--- src/design/box_muller_gaussian_generator_unit_defines.svh ---
// Assertion macros for the Box-Muller generator.
// Included by the top level; no other dependencies.
`ifndef BOX_MULLER_GAUSSIAN_GENERATOR_UNIT_DEFINES_SVH
`define BOX_MULLER_GAUSSIAN_GENERATOR_UNIT_DEFINES_SVH
`ifndef ASSERT_OFF
// Check on every edge once reset is released
`define BMG_ASSERT(label, prop, msg) \
  label: assert property (@(posedge clk) disable iff (!rst_n) prop) else $error(msg);
// Check on every edge, reset included
`define BMG_ASSERT_ALWAYS(label, prop, msg) \
  label: assert property (@(posedge clk) prop) else $error(msg);
`else
`define BMG_ASSERT(label, prop, msg)
`define BMG_ASSERT_ALWAYS(label, prop, msg)
`endif
`endif

--- src/design/bmg_pkg.sv ---
// Shared types and constants of the Box-Muller generator.
// No dependencies.
`default_nettype none
package bmg_pkg;

  localparam int LOG_FRAC     = 28;
  localparam int CORDIC_STEPS = 24;

  // 2*ln(2) in Q.28 and the CORDIC gain compensation in Q.30
  localparam logic [28:0] TWO_LN2_Q28     = 29'd372130559;
  localparam logic [29:0] CORDIC_GAIN_Q30 = 30'd652032874;

  // Configuration register indexes
  localparam logic CFG_PHASE_OFFSET = 1'b0;
  localparam logic CFG_RADIUS_FLOOR = 1'b1;

  // Quadrant codes
  localparam logic [1:0] QUAD_0 = 2'd0;
  localparam logic [1:0] QUAD_1 = 2'd1;
  localparam logic [1:0] QUAD_2 = 2'd2;
  localparam logic [1:0] QUAD_3 = 2'd3;

  // Pipeline control handed to every cell
  typedef struct packed {
    logic en;
    logic vld;
  } pipe_ctl_t;

  // atan(2^-k) in turns over 2^32
  function automatic logic [31:0] atan_turn(input int unsigned k);
    logic [31:0] a;
    case (k)
      0:  a = 32'd536870912;
      1:  a = 32'd316933406;
      2:  a = 32'd167458907;
      3:  a = 32'd85004756;
      4:  a = 32'd42667331;
      5:  a = 32'd21354465;
      6:  a = 32'd10679838;
      7:  a = 32'd5340245;
      8:  a = 32'd2670163;
      9:  a = 32'd1335087;
      10: a = 32'd667544;
      11: a = 32'd333772;
      12: a = 32'd166886;
      13: a = 32'd83443;
      14: a = 32'd41722;
      15: a = 32'd20861;
      16: a = 32'd10430;
      17: a = 32'd5215;
      18: a = 32'd2608;
      19: a = 32'd1304;
      20: a = 32'd652;
      21: a = 32'd326;
      22: a = 32'd163;
      23: a = 32'd81;
      default: a = 32'd0;
    endcase
    return a;
  endfunction

endpackage
`default_nettype wire

--- src/design/bmg_log_cell.sv ---
// One squaring step of the log2 fraction: yields one fraction bit per beat.
// Depends on bmg_pkg.
`default_nettype none
module bmg_log_cell #(
  parameter int K     = 0,
  parameter int SIDEW = 1
) (
  input  logic                           clk,
  input  logic                           rst_n,
  input  bmg_pkg::pipe_ctl_t             ctl_i,
  input  logic [30:0]                    m_i,
  input  logic [bmg_pkg::LOG_FRAC-1:0]   frac_i,
  input  logic [SIDEW-1:0]               side_i,
  output logic                           vld_o,
  output logic [30:0]                    m_o,
  output logic [bmg_pkg::LOG_FRAC-1:0]   frac_o,
  output logic [SIDEW-1:0]               side_o
);
  import bmg_pkg::*;

  logic [61:0]          prod;
  logic [31:0]          sq;
  logic [30:0]          m_nxt;
  logic [LOG_FRAC-1:0]  frac_nxt;
  logic                 vld_r;
  logic [30:0]          m_r;
  logic [LOG_FRAC-1:0]  frac_r;
  logic [SIDEW-1:0]     side_r;

  // Square, renormalise and record the bit
  always_comb begin
    prod     = 62'(m_i) * 62'(m_i);
    sq       = prod[61:30];
    frac_nxt = frac_i;
    if (sq[31]) begin
      m_nxt = sq[31:1];
      frac_nxt[LOG_FRAC-1-K] = 1'b1;
    end else begin
      m_nxt = sq[30:0];
    end
  end

  // Advance valid
  always_ff @(posedge clk) begin
    if (!rst_n) begin
      vld_r <= 1'b0;
    end else if (ctl_i.en) begin
      vld_r <= ctl_i.vld;
    end
  end

  // Advance payload
  always_ff @(posedge clk) begin
    if (ctl_i.en) begin
      m_r    <= m_nxt;
      frac_r <= frac_nxt;
      side_r <= side_i;
    end
  end

  assign vld_o  = vld_r;
  assign m_o    = m_r;
  assign frac_o = frac_r;
  assign side_o = side_r;

endmodule
`default_nettype wire

--- config.mk ---
export PLATFORM = sky130hd
export DESIGN_NAME = bmg_log_cell
export DESIGN_NICKNAME = d
export VERILOG_FILES = /design/src/design/box_muller_gaussian_generator_unit_defines.svh /design/src/design/bmg_pkg.sv /design/src/design/bmg_log_cell.sv
export SDC_FILE = /design/constraint.sdc
export NUM_CORES = 2
export LEC_CHECK = 0
export ABC_CLOCK_PERIOD_IN_PS = 7870
export BUFFER_PORTS_ARGS = -buffer_cell sky130_fd_sc_hd__buf_4
export CORE_ASPECT_RATIO = 0.8
export CORE_MARGIN = 1
export CORE_UTILIZATION = 60
export DETAILED_ROUTE_END_ITERATION = 10
export PLACE_DENSITY = 0.81
export SLEW_MARGIN = 5
export SYNTH_ARGS = -nofsm -noshare
export SYNTH_HDL_FRONTEND = slang
export SYNTH_SLANG_ARGS = --single-unit
export TNS_END_PERCENT = 50
--- constraint.sdc ---
create_clock -name clk -period 7.87 [get_ports clk]
set_clock_uncertainty 0.15 [all_clocks]
set_input_delay 0.3935 -clock clk [delete_from_list [all_inputs] [get_ports clk]]
set_output_delay 0.3935 -clock clk [all_outputs]
set_load 0.03 [all_outputs]
==> run metrics <==
fin cells 3,874; r2r setup slk 7.08 ns; FF-to-FF End vld_o$_SDFFE_PN0P_; xor/xnor share of the synthesized area 1.490%; CP Data Required Time 7.80 ns; IO Count 125; RD Place Congestion 0.9467; nets 4,319; CTS H-tree lvls 3; Port Buf Inserts 124; multiplexer share of the synthesized area 1.158%; dpl cells 3,856; cell count after synthesis 3,060; ratio of cells with drive above 1 in the final layout 10.54%; Register-to-Register Path Depth 2; initial antenna violation count 1; Synth area leader fa_1; number of synthesized register bits 61; worst setup margin 0.1932 ns; WP data arrival 7.61 ns; Skew-Pair Late Insertion Delay 0.33 ns; Max Transition Viols Final 0; Avg Cell Area, Syn 9.607 um^2; initial core utilization 60.77%; Syn Nets 4,140; Area Overhead vs Synth 10.04%; detailed-route via count 21.24k; TritonRoute pass-1 iters 7; clock sinks 61; Crit Path Class in2reg; Die H 200.0 um; Post-synth EDFFs 60; max_slew headroom 48.47%; Place WS -0.2211 ns; top cell type's share of synthesized area 50.87%; Hold Fails Final Rpt 0; fin util 66.87%; Critical Path End Type register; drt total wl 74,790 um; Worst-Margin Slew 0.7730 ns; TritonCTS Buffers 9; top post-synthesis cells by area fa_1 (51%), inv_1 (12%), ha_1 (11%); GRT Util Overall 32.02%; first-pass GRT wire length 124,900 um; GR Overflow Total 0; Seq/Total Area, Yosys 6.197%; RSZ-0062 raised after global routing true; 1st-iter DRT viols 1,492; DIE WIDTH 249.5 um; vias per cell 5.482; CTS tree done; fmax 130.3 MHz; Netlist Area Pre-Place 29,400 um^2; CP Max Fanout 17; r2r startpoint vld_o$_SDFFE_PN0P_; vias in the first global route 23.92k; hold crit path type in2reg; core area 48,380 um^2; FILL cells 3,578; Final min period 7.677 ns; prevailing post-synth register cell edfxtp_1; CTS Hold Buffers Added 0; Synth Area in Compound Gates 4.682%; final setup TNS 0 ns; WL/cell 19.30 um; max cap viols 0; Final Cycle Share 97.55%; cell count of the worst hold path 1; slowest CP cell fa_1; # rows 72; Worst Hold Launch frac_i[20]; max incr delay on CP 0.63 ns; ys async rst share 0%; dpl hpwl 65,650 um; remaining antenna violation count 0; Finish-stage setup viols 0; die area 49,890 um^2; CTS Root Buffer Type clkbuf_16; Clock transition at path regs 0.06 ns; post-synthesis simple-gate area fraction 11.02%; Synth warnings 0; outcome finished clean; largest net degree at the start of global routing 62; CTS Buffer Depth 2; CP Launch Type input port; family with the most delay on the worst path adder cells; hold endpoint frac_o[20]$_DFFE_PP_; Buf+Inv Stages, Crit Path 6; largest family of logic cells by synthesized area adder cells; most frequent CP cell fa_1; drc violations 0; synth unique cells 63; Synth Area in Adders 62.32%
==> sequential cells by signal, indices dropped and copies added, names as in the netlist <==
register	count
frac_o	28
vld_o	1
m_o	31
side_o	1
==> layout by cell type (no fill, tap or decap), types with 6 or more instances in the layout <==
cell	n
a211oi_1	6
a21o_1	22
a21oi_1	69
a21oi_2	9
a31o_2	8
a31oi_1	10
and2_1	193
and3_1	17
buf_12	9
buf_4	265
clkbuf_16	9
edfxtp_1	60
fa_1	747
ha_1	269
inv_1	913
mux2_2	8
mux2_4	6
mux2i_1	16
nand2_1	304
nand2b_1	10
nand3_1	18
nand4_1	17
nor2_1	55
nor2b_1	8
nor3_1	13
o211ai_1	7
o21ai_0	35
o21bai_1	13
or2_2	7
xnor2_1	26
xor2_1	24
==> worst max-delay path by stage <==
stage / cells past startpoint / start / to
floorplan: 27 / m_i[25] / m_o[12]$_DFFE_PP_
global placement: 25 / m_i[23] / m_o[6]$_DFFE_PP_
detailed placement: 26 / m_i[11] / m_o[23]$_DFFE_PP_
CTS: 26 / m_i[11] / m_o[23]$_DFFE_PP_
global route: 27 / m_i[11] / m_o[23]$_DFFE_PP_
finish: 25 / m_i[18] / m_o[3]$_DFFE_PP_
==> synthesized netlist by cell type (all sizes together), types with 2 or more instances <==
cell     number
inv         913
fa          747
nand2       304
ha          269
and2        194
clkbuf       99
a21oi        78
edfxtp       60
nor2         58
o21ai        40
xnor2        26
xor2         24
a21o         22
nand3        18
and3         17
nand4        17
mux2i        16
nor3         15
mux2         14
o21bai       13
a31oi        12
nand2b       10
buf           9
a211oi        8
a31o          8
nor2b         8
o211ai        7
or2           7
o31ai         5
or3           5
a221o         4
and4          4
o311ai        3
a211o         2
o2111ai       2
o21a          2
o22ai         2
==> stage by stage <==
| stage | hold slack, ns | cell area (um^2) |
|---|---|---|
| floorplan | 0.3424 | 29400 |
| global placement | 0.3523 | 31930 |
| detailed placement | 0.3861 | 31930 |
| CTS | 0.07162 | 32260 |
| global route | 0.07353 | 32350 |
| finish | 0.08086 | 32350 |
==> cell families (layout without fill, tap and decap cells) <==
| kind of cell | Yosys count | after routing |
|---|---|---|
| buffers and inverters | 1022 | 1206 |
| adder cells (fa/ha/maj) | 1016 | 1016 |
| AND/OR/NAND/NOR | 663 | 663 |
| AO/OA/AOI/OAI | 218 | 218 |
| flip-flops | 61 | 61 |
| XOR/XNOR | 50 | 50 |
| multiplexers | 30 | 30 |
| other | 0 | 1 |
==> layout make-up <==
| cell class | instances | area, um^2 | area share [%] |
|---|---|---|---|
| Tap cell | 629 | 787.0 | 2.433 |
| Antenna cell | 1 | 2.502 | 0.007735 |
| Clock buffer | 11 | 252.7 | 0.7813 |
| Inverter | 914 | 3431 | 10.61 |
| Timing Repair Buffer | 276 | 2192 | 6.776 |
| Sequential cell | 61 | 1822 | 5.631 |
| Clock inverter | 5 | 81.33 | 0.2514 |
| Multi-Input combinational cell | 1977 | 23780 | 73.51 |
==> what timing repair did <==
| action | in CTS | in global routing |
|---|---|---|
| buffers inserted | 0 | 1 |
| gates resized for setup | 0 | 22 |
| setup endpoints to repair | 0 | 32 |
==> layer usage <==
layer,vias up,global-route usage [%],part of all wire [%]
met5,-,0,0
met4,0,8.093,2.9
met3,181,5.472,8.0
met2,942,55.26,49
met1,10770,42.51,40
li1,9345,-,-
Power is not shown: default switching activity piles up to over one toggle a cycle in this logic, so the estimate is an artifact.
