===== config.mk =====
export PLATFORM = sky130hd
export DESIGN_NAME = bmg_cordic_cell
export DESIGN_NICKNAME = d
export VERILOG_FILES = /design/src/design/box_muller_gaussian_generator_unit_defines.svh /design/src/design/bmg_pkg.sv /design/src/design/bmg_cordic_cell.sv
export SDC_FILE = /design/constraint.sdc
export NUM_CORES = 1
export LEC_CHECK = 0
export ABC_CLOCK_PERIOD_IN_PS = 4100
export BUFFER_PORTS_ARGS = -buffer_cell sky130_fd_sc_hd__buf_2
export CELL_PAD_IN_SITES_DETAIL_PLACEMENT = 1
export CELL_PAD_IN_SITES_GLOBAL_PLACEMENT = 1
export CORE_MARGIN = 2
export CORE_UTILIZATION = 35
export DETAILED_ROUTE_END_ITERATION = 10
export MAX_ROUTING_LAYER = met4
export PLACE_DENSITY_LB_ADDON = 0.3
export SLEW_MARGIN = 20
export SYNTH_ARGS = -nofsm -noshare
export SYNTH_HDL_FRONTEND = slang
export SYNTH_SLANG_ARGS = --single-unit

===== constraint.sdc =====
create_clock -name clk -period 4.1 [get_ports clk]
set_clock_uncertainty 0.1 [all_clocks]
set_input_delay 0.205 -clock clk [delete_from_list [all_inputs] [get_ports clk]]
set_output_delay 0.205 -clock clk [all_outputs]
set_load 0.03 [all_outputs]

===== src/design/box_muller_gaussian_generator_unit_defines.svh =====
// Assertion macros for the Box-Muller generator.
// Included by the top level; no other dependencies.
`ifndef BOX_MULLER_GAUSSIAN_GENERATOR_UNIT_DEFINES_SVH
`define BOX_MULLER_GAUSSIAN_GENERATOR_UNIT_DEFINES_SVH
`ifndef ASSERT_OFF
// Check on every edge once reset is released
`define BMG_ASSERT(label, prop, msg) \
  label: assert property (@(posedge clk) disable iff (!rst_n) prop) else $error(msg);
// Check on every edge, reset included
`define BMG_ASSERT_ALWAYS(label, prop, msg) \
  label: assert property (@(posedge clk) prop) else $error(msg);
`else
`define BMG_ASSERT(label, prop, msg)
`define BMG_ASSERT_ALWAYS(label, prop, msg)
`endif
`endif


===== src/design/bmg_pkg.sv =====
// Shared types and constants of the Box-Muller generator.
// No dependencies.
`default_nettype none
package bmg_pkg;

  localparam int LOG_FRAC     = 28;
  localparam int CORDIC_STEPS = 24;

  // 2*ln(2) in Q.28 and the CORDIC gain compensation in Q.30
  localparam logic [28:0] TWO_LN2_Q28     = 29'd372130559;
  localparam logic [29:0] CORDIC_GAIN_Q30 = 30'd652032874;

  // Configuration register indexes
  localparam logic CFG_PHASE_OFFSET = 1'b0;
  localparam logic CFG_RADIUS_FLOOR = 1'b1;

  // Quadrant codes
  localparam logic [1:0] QUAD_0 = 2'd0;
  localparam logic [1:0] QUAD_1 = 2'd1;
  localparam logic [1:0] QUAD_2 = 2'd2;
  localparam logic [1:0] QUAD_3 = 2'd3;

  // Pipeline control handed to every cell
  typedef struct packed {
    logic en;
    logic vld;
  } pipe_ctl_t;

  // atan(2^-k) in turns over 2^32
  function automatic logic [31:0] atan_turn(input int unsigned k);
    logic [31:0] a;
    case (k)
      0:  a = 32'd536870912;
      1:  a = 32'd316933406;
      2:  a = 32'd167458907;
      3:  a = 32'd85004756;
      4:  a = 32'd42667331;
      5:  a = 32'd21354465;
      6:  a = 32'd10679838;
      7:  a = 32'd5340245;
      8:  a = 32'd2670163;
      9:  a = 32'd1335087;
      10: a = 32'd667544;
      11: a = 32'd333772;
      12: a = 32'd166886;
      13: a = 32'd83443;
      14: a = 32'd41722;
      15: a = 32'd20861;
      16: a = 32'd10430;
      17: a = 32'd5215;
      18: a = 32'd2608;
      19: a = 32'd1304;
      20: a = 32'd652;
      21: a = 32'd326;
      22: a = 32'd163;
      23: a = 32'd81;
      default: a = 32'd0;
    endcase
    return a;
  endfunction

endpackage
`default_nettype wire


===== src/design/bmg_cordic_cell.sv =====
// One rotation-mode CORDIC micro-rotation with angles in turns.
// Depends on bmg_pkg.
`default_nettype none
module bmg_cordic_cell #(
  parameter int K     = 0,
  parameter int XW    = 30,
  parameter int SIDEW = 2
) (
  input  logic                  clk,
  input  logic                  rst_n,
  input  bmg_pkg::pipe_ctl_t    ctl_i,
  input  logic signed [XW-1:0]  x_i,
  input  logic signed [XW-1:0]  y_i,
  input  logic signed [31:0]    z_i,
  input  logic [SIDEW-1:0]      side_i,
  output logic                  vld_o,
  output logic signed [XW-1:0]  x_o,
  output logic signed [XW-1:0]  y_o,
  output logic signed [31:0]    z_o,
  output logic [SIDEW-1:0]      side_o
);
  import bmg_pkg::*;

  localparam logic [31:0] ATAN = atan_turn(K);

  logic signed [XW-1:0] dx;
  logic signed [XW-1:0] dy;
  logic signed [XW-1:0] x_nxt;
  logic signed [XW-1:0] y_nxt;
  logic signed [31:0]   z_nxt;
  logic                 vld_r;
  logic signed [XW-1:0] x_r;
  logic signed [XW-1:0] y_r;
  logic signed [31:0]   z_r;
  logic [SIDEW-1:0]     side_r;

  // Rotate towards zero residual angle; zero counts as positive
  always_comb begin
    dx = y_i >>> K;
    dy = x_i >>> K;
    if (!z_i[31]) begin
      x_nxt = x_i - dx;
      y_nxt = y_i + dy;
      z_nxt = z_i - signed'(ATAN);
    end else begin
      x_nxt = x_i + dx;
      y_nxt = y_i - dy;
      z_nxt = z_i + signed'(ATAN);
    end
  end

  // Advance valid
  always_ff @(posedge clk) begin
    if (!rst_n) begin
      vld_r <= 1'b0;
    end else if (ctl_i.en) begin
      vld_r <= ctl_i.vld;
    end
  end

  // Advance payload
  always_ff @(posedge clk) begin
    if (ctl_i.en) begin
      x_r    <= x_nxt;
      y_r    <= y_nxt;
      z_r    <= z_nxt;
      side_r <= side_i;
    end
  end

  assign vld_o  = vld_r;
  assign x_o    = x_r;
  assign y_o    = y_r;
  assign z_o    = z_r;
  assign side_o = side_r;

endmodule
`default_nettype wire


==> run metrics <==
status finished, final reports clean; Syn. warnings 0; total grt overflow 0; top-level I/O count 193; hold buffers post-CTS 32; Die X 156.6 µm; Sequential Power Share 0.356; Final WS setup 0.8519 ns; leading cell type in the layout, fill and taps excluded buf_2; largest net degree at the start of global routing 79; Critical Path AT 3.24 ns; drt total wl 27640 µm; synthesized instance count 888; most used cell, CP o21ai_0; Die Span Y 156.6 µm; hpwl dp 20600 µm; Synth Register Bits 94; setup repair bufs after CTS 0; drt via density 5.292; CTS Root Cell clkbuf_16; Post-synth EDFFs 93; crit-path cells buf_2 > inv_1 > ha_1 > nor2_1 > o21ai_0 > a311o_1 > o21ai_0 > a31oi_1 > a221oi_1 > a21oi_1 > xnor2_1; # diodes 0; fin crit period 3.248 ns; Clock Latency Late Sink 0.35 ns; number of gates resized after CTS 0; Sw Share 0.4029; CP Launch Point x_i[11]; Port Buf Inserts 192; clock network fraction of design power 0.253; drc violations 0; DR pass1 iterations 5; initial antenna violation count 0; num rows 55; Synth Cell Area 0.008148 mm²; Die Footprint 0.02452 mm²; Combinational Power Share 0.391; Worst EP required 4.10 ns; routability congestion estimate 0.8927; first-pass GRT wire length 42450 µm; nets 1289; P_int 2125 µW; clk buf depth 2; global-route usage over all layers 0.2286; antenna viol nets, final 0; vias in the first global route 7662; Yosys cell types 72; clk sinks 94; Final period util 0.7922; Hold Crit Class primary input to flip-flop; P&R area growth vs syn 21.99%; final setup fails 0; Max VDD drop 202.9 µV; max frequency 307.9 MHz; wire length per cell 19.60 µm; HP Start z_i[29]; commonest cells after routing, fill and taps aside buf_2 (191), a21oi_1 (99), ha_1 (95); vias after detailed routing 7462; cell area power density 358.1 mW/mm²; initial core utilization 0.3577; Worst setup SP type primary input; Placeable Area 0.02278 mm²; crit path capture type flip-flop; CTS clk-pin slew, worst paths 0.07 ns; R2R Path Start vld_o$_SDFFE_PN0P_; Max Slew Vio Count 0; htree depth 3; cts bufs inserted 9; syn_nets 1085; fin util 0.4364; Slew headroom 0.2922; Cell Area, Placed 0.009314 mm²; Async SR Flop Fraction 0; MaxCap Viol Count 0; sequential-to-total area share from yosys stat 0.3452; Final Hold Fails 0; switching pwr 1434 µW; slew at the pin closest to its max-slew limit 1.062 ns; initial drt markers 499; design area 0.009940 mm²; TritonCTS clock tree built; critical path's slowest cell ha_1; Synth Flop Type edfxtp_1; static leakage 0.004481 µW; Syn Area/Cell 9.175 µm²; RSZ-0062 raised after global routing false; worst-path fanout max 15; share of layout cells above drive strength 1 0.2142; kind of critical path primary input to flip-flop; CP peak stage delay 0.50 ns; setup total negative slack 0 ns; DP Worst Slack 0.5827 ns
## final timing paths
path | end | slack, ns | depth (start not counted)
max | y_o[29]$_DFFE_PP_ | 0.85 | 11
min reg2reg | vld_o$_SDFFE_PN0P_ | 0.46 | 2
max reg2reg | vld_o$_SDFFE_PN0P_ | 3.37 | 2
min | z_o[29]$_DFFE_PP_ | 0.02 | 2
## through the flow
stage / instances / total power, µW / hold slack, ns
after global routing: 1410 / 3726 / 0.02364
after floorplan: 888 / 2212 / 0.2039
final: 1410 / 3559 / 0.02423
after global placement: 1362 / 2611 / 0.2815
after CTS: 1410 / 3563 / 0.01509
after detailed placement: 1362 / 2636 / 0.2838
## synthesized netlist by cell type, drive strengths merged, types with 3 or more instances
library cell	instances	area [µm²]
clkinv	3	11.26
a21o	26	195.2
buf	14	112.6
o31a	3	26.28
xnor2	48	420.4
a31oi	7	43.79
nor3	19	95.09
xor2	9	78.83
or4	4	37.53
clkbuf	27	151.4
nand2	51	191.4
o31ai	11	87.58
edfxtp	93	2793
mux2i	11	110.1
nand3	10	50.05
ha	95	1189
o21ai	57	285.3
nand3b	3	22.52
o21a	6	45.04
nor2b	14	87.58
nor2	78	292.8
nand2b	8	50.05
a211o	5	43.79
nor4	6	37.54
nand4	11	68.82
o211ai	3	36.28
or3	3	18.77
a21oi	99	495.5
a221oi	5	50.04
inv	85	319.1
fa	4	80.08
o21bai	23	172.7
a211oi	10	87.58
## power groups by stage
stage / Clock, µW / Combinational (µW) / Sequential [µW]
6_report: 900 / 1390 / 1270
2_1_floorplan: 0 / 654 / 1560
5_1_grt: 947 / 1500 / 1280
4_1_cts: 914 / 1380 / 1270
3_3_place_gp: 0 / 1330 / 1280
3_5_place_dp: 0 / 1350 / 1290
## worst max-delay path: cells and delay by family
family | cells | cell delay [ns]
AOI/OAI and AO/OA | 6 | 1.99
adders and majority gates | 1 | 0.50
and+or+nand+nor | 1 | 0.25
xor gates and xnor gates | 1 | 0.16
buffers and inverters | 2 | 0.14
## area by class of cell
| cell class | count | area [µm²] |
|---|---|---|
| clock buffers | 9 | 225.2 |
| clock inverters | 7 | 80.08 |
| fillers | 2716 | 12840 |
| inverters | 88 | 330.3 |
| multi-input cells | 665 | 4741 |
| flip-flops and latches | 94 | 2813 |
| well taps | 313 | 391.6 |
| repair buffers | 234 | 1359 |
## cell families (layout without fill, tap and decap cells)
kind of cell	Yosys count	after routing	share of synthesized area
AND/OR/NAND/NOR	219	219	0.1279
buffers and inverters	129	338	0.07294
XOR/XNOR	57	57	0.06127
multiplexers	11	11	0.01351
AO/OA/AOI/OAI	279	279	0.2234
adder cells (fa/ha/maj)	99	99	0.1557
flip-flops	94	94	0.3452
## sequential cells by signal, indices dropped and copies added (netlist names)
register,cells
z_o,32
y_o,30
x_o,29
side_o,2
vld_o,1
## routing by layer
layer,up-vias,GRT usage,wire length [µm]
met1,3622,0.3050,12960
met3,21,0.02437,1374
met2,259,0.3791,12980
met4,0,0.04412,330
li1,3560,-,-
met5,-,-,0
No activity file was read; power rests on OpenSTA's default activity.
