## config.mk

```make
export PLATFORM = sky130hd
export DESIGN_NAME = bmg_sqrt_cell
export DESIGN_NICKNAME = d
export VERILOG_FILES = /design/src/design/box_muller_gaussian_generator_unit_defines.svh /design/src/design/bmg_pkg.sv /design/src/design/bmg_sqrt_cell.sv
export SDC_FILE = /design/constraint.sdc
export NUM_CORES = 1
export LEC_CHECK = 0
export ABC_AREA = 1
export ABC_CLOCK_PERIOD_IN_PS = 1550
export BUFFER_PORTS_ARGS = -buffer_cell sky130_fd_sc_hd__buf_2
export CAP_MARGIN = 5
export CORE_AREA = 5 5 134 136
export CTS_BUF_LIST = sky130_fd_sc_hd__clkbuf_4 sky130_fd_sc_hd__clkbuf_8
export DETAILED_ROUTE_END_ITERATION = 10
export DIE_AREA = 0 0 139 141
export PLACE_DENSITY = 0.77
export SLEW_MARGIN = 25
export SYNTH_ARGS = -nofsm -noshare
export SYNTH_HDL_FRONTEND = slang
export SYNTH_SLANG_ARGS = --single-unit
export TNS_END_PERCENT = 100
```

## constraint.sdc

```tcl
create_clock -name clk -period 1.55 [get_ports clk]
set_input_delay 0 -clock clk [delete_from_list [all_inputs] [get_ports clk]]
set_output_delay 0 -clock clk [all_outputs]
set_load 0.01 [all_outputs]
```

## src/design/box_muller_gaussian_generator_unit_defines.svh

```systemverilog
// Assertion macros for the Box-Muller generator.
// Included by the top level; no other dependencies.
`ifndef BOX_MULLER_GAUSSIAN_GENERATOR_UNIT_DEFINES_SVH
`define BOX_MULLER_GAUSSIAN_GENERATOR_UNIT_DEFINES_SVH
`ifndef ASSERT_OFF
// Check on every edge once reset is released
`define BMG_ASSERT(label, prop, msg) \
  label: assert property (@(posedge clk) disable iff (!rst_n) prop) else $error(msg);
// Check on every edge, reset included
`define BMG_ASSERT_ALWAYS(label, prop, msg) \
  label: assert property (@(posedge clk) prop) else $error(msg);
`else
`define BMG_ASSERT(label, prop, msg)
`define BMG_ASSERT_ALWAYS(label, prop, msg)
`endif
`endif

```

## src/design/bmg_pkg.sv

```systemverilog
// Shared types and constants of the Box-Muller generator.
// No dependencies.
`default_nettype none
package bmg_pkg;

  localparam int LOG_FRAC     = 28;
  localparam int CORDIC_STEPS = 24;

  // 2*ln(2) in Q.28 and the CORDIC gain compensation in Q.30
  localparam logic [28:0] TWO_LN2_Q28     = 29'd372130559;
  localparam logic [29:0] CORDIC_GAIN_Q30 = 30'd652032874;

  // Configuration register indexes
  localparam logic CFG_PHASE_OFFSET = 1'b0;
  localparam logic CFG_RADIUS_FLOOR = 1'b1;

  // Quadrant codes
  localparam logic [1:0] QUAD_0 = 2'd0;
  localparam logic [1:0] QUAD_1 = 2'd1;
  localparam logic [1:0] QUAD_2 = 2'd2;
  localparam logic [1:0] QUAD_3 = 2'd3;

  // Pipeline control handed to every cell
  typedef struct packed {
    logic en;
    logic vld;
  } pipe_ctl_t;

  // atan(2^-k) in turns over 2^32
  function automatic logic [31:0] atan_turn(input int unsigned k);
    logic [31:0] a;
    case (k)
      0:  a = 32'd536870912;
      1:  a = 32'd316933406;
      2:  a = 32'd167458907;
      3:  a = 32'd85004756;
      4:  a = 32'd42667331;
      5:  a = 32'd21354465;
      6:  a = 32'd10679838;
      7:  a = 32'd5340245;
      8:  a = 32'd2670163;
      9:  a = 32'd1335087;
      10: a = 32'd667544;
      11: a = 32'd333772;
      12: a = 32'd166886;
      13: a = 32'd83443;
      14: a = 32'd41722;
      15: a = 32'd20861;
      16: a = 32'd10430;
      17: a = 32'd5215;
      18: a = 32'd2608;
      19: a = 32'd1304;
      20: a = 32'd652;
      21: a = 32'd326;
      22: a = 32'd163;
      23: a = 32'd81;
      default: a = 32'd0;
    endcase
    return a;
  endfunction

endpackage
`default_nettype wire

```

## src/design/bmg_sqrt_cell.sv

```systemverilog
// One digit of a restoring square root: two radicand bits in, one root bit out.
// Depends on bmg_pkg.
`default_nettype none
module bmg_sqrt_cell #(
  parameter int RW    = 28,
  parameter int VW    = 56,
  parameter int SIDEW = 32
) (
  input  logic               clk,
  input  logic               rst_n,
  input  bmg_pkg::pipe_ctl_t ctl_i,
  input  logic [RW+1:0]      rem_i,
  input  logic [RW-1:0]      root_i,
  input  logic [VW-1:0]      v_i,
  input  logic [SIDEW-1:0]   side_i,
  output logic               vld_o,
  output logic [RW+1:0]      rem_o,
  output logic [RW-1:0]      root_o,
  output logic [VW-1:0]      v_o,
  output logic [SIDEW-1:0]   side_o
);
  import bmg_pkg::*;

  logic [RW+1:0]    remsh;
  logic [RW+1:0]    trial;
  logic [RW+1:0]    rem_nxt;
  logic [RW-1:0]    root_nxt;
  logic             vld_r;
  logic [RW+1:0]    rem_r;
  logic [RW-1:0]    root_r;
  logic [VW-1:0]    v_r;
  logic [SIDEW-1:0] side_r;

  // Bring down two bits and try the next root digit
  always_comb begin
    remsh = {rem_i[RW-1:0], v_i[VW-1 -: 2]};
    trial = {root_i, 2'b01};
    if (remsh >= trial) begin
      rem_nxt  = remsh - trial;
      root_nxt = {root_i[RW-2:0], 1'b1};
    end else begin
      rem_nxt  = remsh;
      root_nxt = {root_i[RW-2:0], 1'b0};
    end
  end

  // Advance valid
  always_ff @(posedge clk) begin
    if (!rst_n) begin
      vld_r <= 1'b0;
    end else if (ctl_i.en) begin
      vld_r <= ctl_i.vld;
    end
  end

  // Advance payload
  always_ff @(posedge clk) begin
    if (ctl_i.en) begin
      rem_r  <= rem_nxt;
      root_r <= root_nxt;
      v_r    <= {v_i[VW-3:0], 2'b00};
      side_r <= side_i;
    end
  end

  assign vld_o  = vld_r;
  assign rem_o  = rem_r;
  assign root_o = root_r;
  assign v_o    = v_r;
  assign side_o = side_r;

endmodule
`default_nettype wire

```

==> qor.csv <==
metric,value,unit
status,"finished, final reports clean",
postPlaceCellArea,9790,sq um
die_h,141,um
timing.critical_path.slowest_stage_cell,ha_1,
timing.critical_path.slowest_cell_delay,0.31,ns
final_estimated_routing_congestion_in_global_placement,0.961,
timing.final.crit_period,1.38,ns
synth_simple_gate_area_share,22.1,%
dieWidth,139,um
filler_cell_count,1301,
tritoncts_clock_tree,yes,
layout_worst_path_cycle_share,89.2,%
fin_ws,0.167,ns
detailedPlace.worstSlack,-0.279,ns
timing.clock.skew,0,ns
grt_pass1_vias,7316,
unrepaired_setup_endpoints_after_global_routing,no,
finalInstanceArea,11600,sq um
seq_area,4340,sq um
max-cap-violations,0,
hp-class,in -> reg,
worst-setup-path-type,in -> reg,
finalSetupViolCount,0,
via_per_inst,4.66,
first_iter_violations,471,
power.density,897,nW/um^2
grt_total_usage,26.2,%
ys_ff_latch,145,
worst_setup_path_end_kind,register,
grt_antenna_before_repair,6,
post_layout_nonfiller_instances,1548,
max_freq,0.723,GHz
routed_wire_length_per_instance,16.8,um
cts-resized-gates,0,
remaining_drc_errors,0,
combinational_family_with_the_most_area_after_synthesis,simple AND/OR/NAND/NOR gates,
ctsHtreeMaxLevel,4,
most_frequent_cells_in_the_layout,"291 x buf_2, 246 x nand2_1, 153 x inv_1",
static-leakage-power,0.00594,uW
worstPathCellList,"buf_2, inv_1, ha_1, nand2_1, inv_2, nand2_1, inv_1, nand2_1, nand2_1, inv_1, nand2_1, nand2_1, nand3_4, buf_12, nand2_1, o21ai_1",
share_of_the_synthesized_area_in_compound_gates_ao_oa_aoi_oai,2.83,%
timing.final.max_slew_violations,0,
synth_adder_area_share,5.12,%
globalRoute.totalOverflow,0,
core_region_area,16800,sq um
cpMostUsedCell,nand2_1,
ys_types,32,
vdd_drop_max,0.000553,V
cp_top_family,simple AND/OR/NAND/NOR gates,
timing.critical_path.arrival,1.59,ns
global_route_wire_length_before_repair,39800,um
final_common_cell,buf_2,
port-buffer-count,292,
die-area,19600,sq um
clk_root_buffer_cell,clkbuf_8,
syn-instance-count,761,
multi_input_comb_area,2320,sq um
detail_route.first_pass.iterations,7,
numClockSinks,145,
place.detailed.instances,1365,
dp.final_hpwl,17300,um
flow.area_growth_from_synthesis,58.9,%
final_layout_size_suffix_gt1_share,34.1,%
worstPathMaxFanout,21,
worst-endpoint-required,1.76,ns
postCtsSetupBuffers,0,
layout.nets,1485,
route.final.wire_length,26000,um
cp.buffers_inverters,6,
synth.yosys.seq_area_share,59.2,%
synth.mux.area_fraction,0,%
timing.critical_path.from_type,input pin,
finalHoldViolCount,0,
netlist_top_cells_area,"edfxtp_1 59%, nand2_1 13%, inv_1 7.8%, ha_1 5.1%, nand3_1 3.5%",
synth-warning-count,0,
clk_transition_reported_paths,0.09,ns
ctsHoldBuffers,146,
synthesis.area,7330,sq um
synthXorXnorAreaFrac,1.55,%
tritoncts.num_buffers,17,
cts-root-to-sink-buffers,2,
postSynthAreaPerCell,9.63,sq um
netlist.top_cell.by_area,edfxtp_1,
drtAntennaViolNets,0,
fin_total_pwr,10500,uW
ioPinCount,297,
yosys.area.top_type_share,59.0,%
std_cell_rows,48,
worstSkewPairLatency,0.45,ns
grt_start_max_net_pins,35,
detailroute.via_count,7207,
initial_core_util,43.6,%
-- path summary, 6_finish.rpt --
path | start | slack, ns | cells past startpoint | endpoint
worst max-delay path | root_i[10] | 0.17 | 16 | rem_o[7]$_DFFE_PP_
worst min-delay path | ctl_i[1] | 0.04 | 2 | side_o[7]$_DFFE_PP_
worst max register to register | vld_o$_SDFFE_PN0P_ | 0.33 | 3 | vld_o$_SDFFE_PN0P_
worst min register to register | vld_o$_SDFFE_PN0P_ | 1.13 | 3 | vld_o$_SDFFE_PN0P_
-- per-layer routing --
layer | part of all wire [%] | up-vias | wire [um] | track usage, %
li1 | - | 3550 | - | -
met1 | 38 | 3249 | 9840 | 30.8
met2 | 50 | 340 | 13100 | 45.3
met3 | 7.8 | 66 | 2030 | 6.45
met4 | 3.9 | 2 | 1010 | 12.1
met5 | 0.073 | - | 19 | 0
-- layout make-up --
class                      instances  share of cell area (%)
sequential                       145                    37.3
timing repair buffer             532                    31.9
multi-input combinational        452                    19.9
inverter                         157                    5.06
tap                              225                    2.42
clock buffer                      17                    2.01
clock inverter                    15                    1.25
antenna                            5                   0.107
-- through the flow --
step           utilization (%)  TNS, ns  hold slack, ns
2_1_floorplan                -        0          0.0935
3_3_place_gp              58.2    -7.66           0.176
3_5_place_dp              58.2    -8.01           0.178
4_1_cts                   69.2        0          0.0194
5_1_grt                   69.3        0          0.0204
6_report                  69.3        0          0.0411
-- state kept, by name (all words and copies together) (netlist names) --
name	flops
root_o	28
rem_o	30
vld_o	1
v_o	54
side_o	32
-- cells in the mapped netlist, drive strengths merged --
| master | instances |
|---|---|
| nor3 | 2 |
| clkinv | 1 |
| o21ai | 14 |
| edfxtp | 144 |
| xor2 | 12 |
| nor2 | 41 |
| a21oi | 20 |
| dfxtp | 1 |
| nand3 | 64 |
| and2 | 1 |
| nand2 | 251 |
| ha | 30 |
| inv | 156 |
| conb | 1 |
| nand3b | 4 |
| o21bai | 2 |
| a21o | 1 |
| buf | 8 |
| xnor2 | 1 |
| nand4 | 7 |
-- worst reg2reg max path, stage by stage, from the launching register on --
cell           delay, ns
dfxtp_1             0.32
o21ai_0             0.17
a21oi_1             0.06
dlygate4sd3_1       0.56
-- where the power goes --
part           switching, uW  total [uW]  internal (uW)
Clock                   1760        2950           1190
Combinational           1420        2660           1240
Sequential               110        4840           4730
Total                   3290       10500           7160
-- kinds of logic (layout without fill, tap and decap cells) --
kind of cell	after synthesis	count (layout)
simple gates	370	370
buf+inv	165	721
flops	145	145
compound gates	37	37
fa+ha+maj	30	30
xor+xnor	13	13
other cells	1	7
Power figures use the tool's default switching activity.
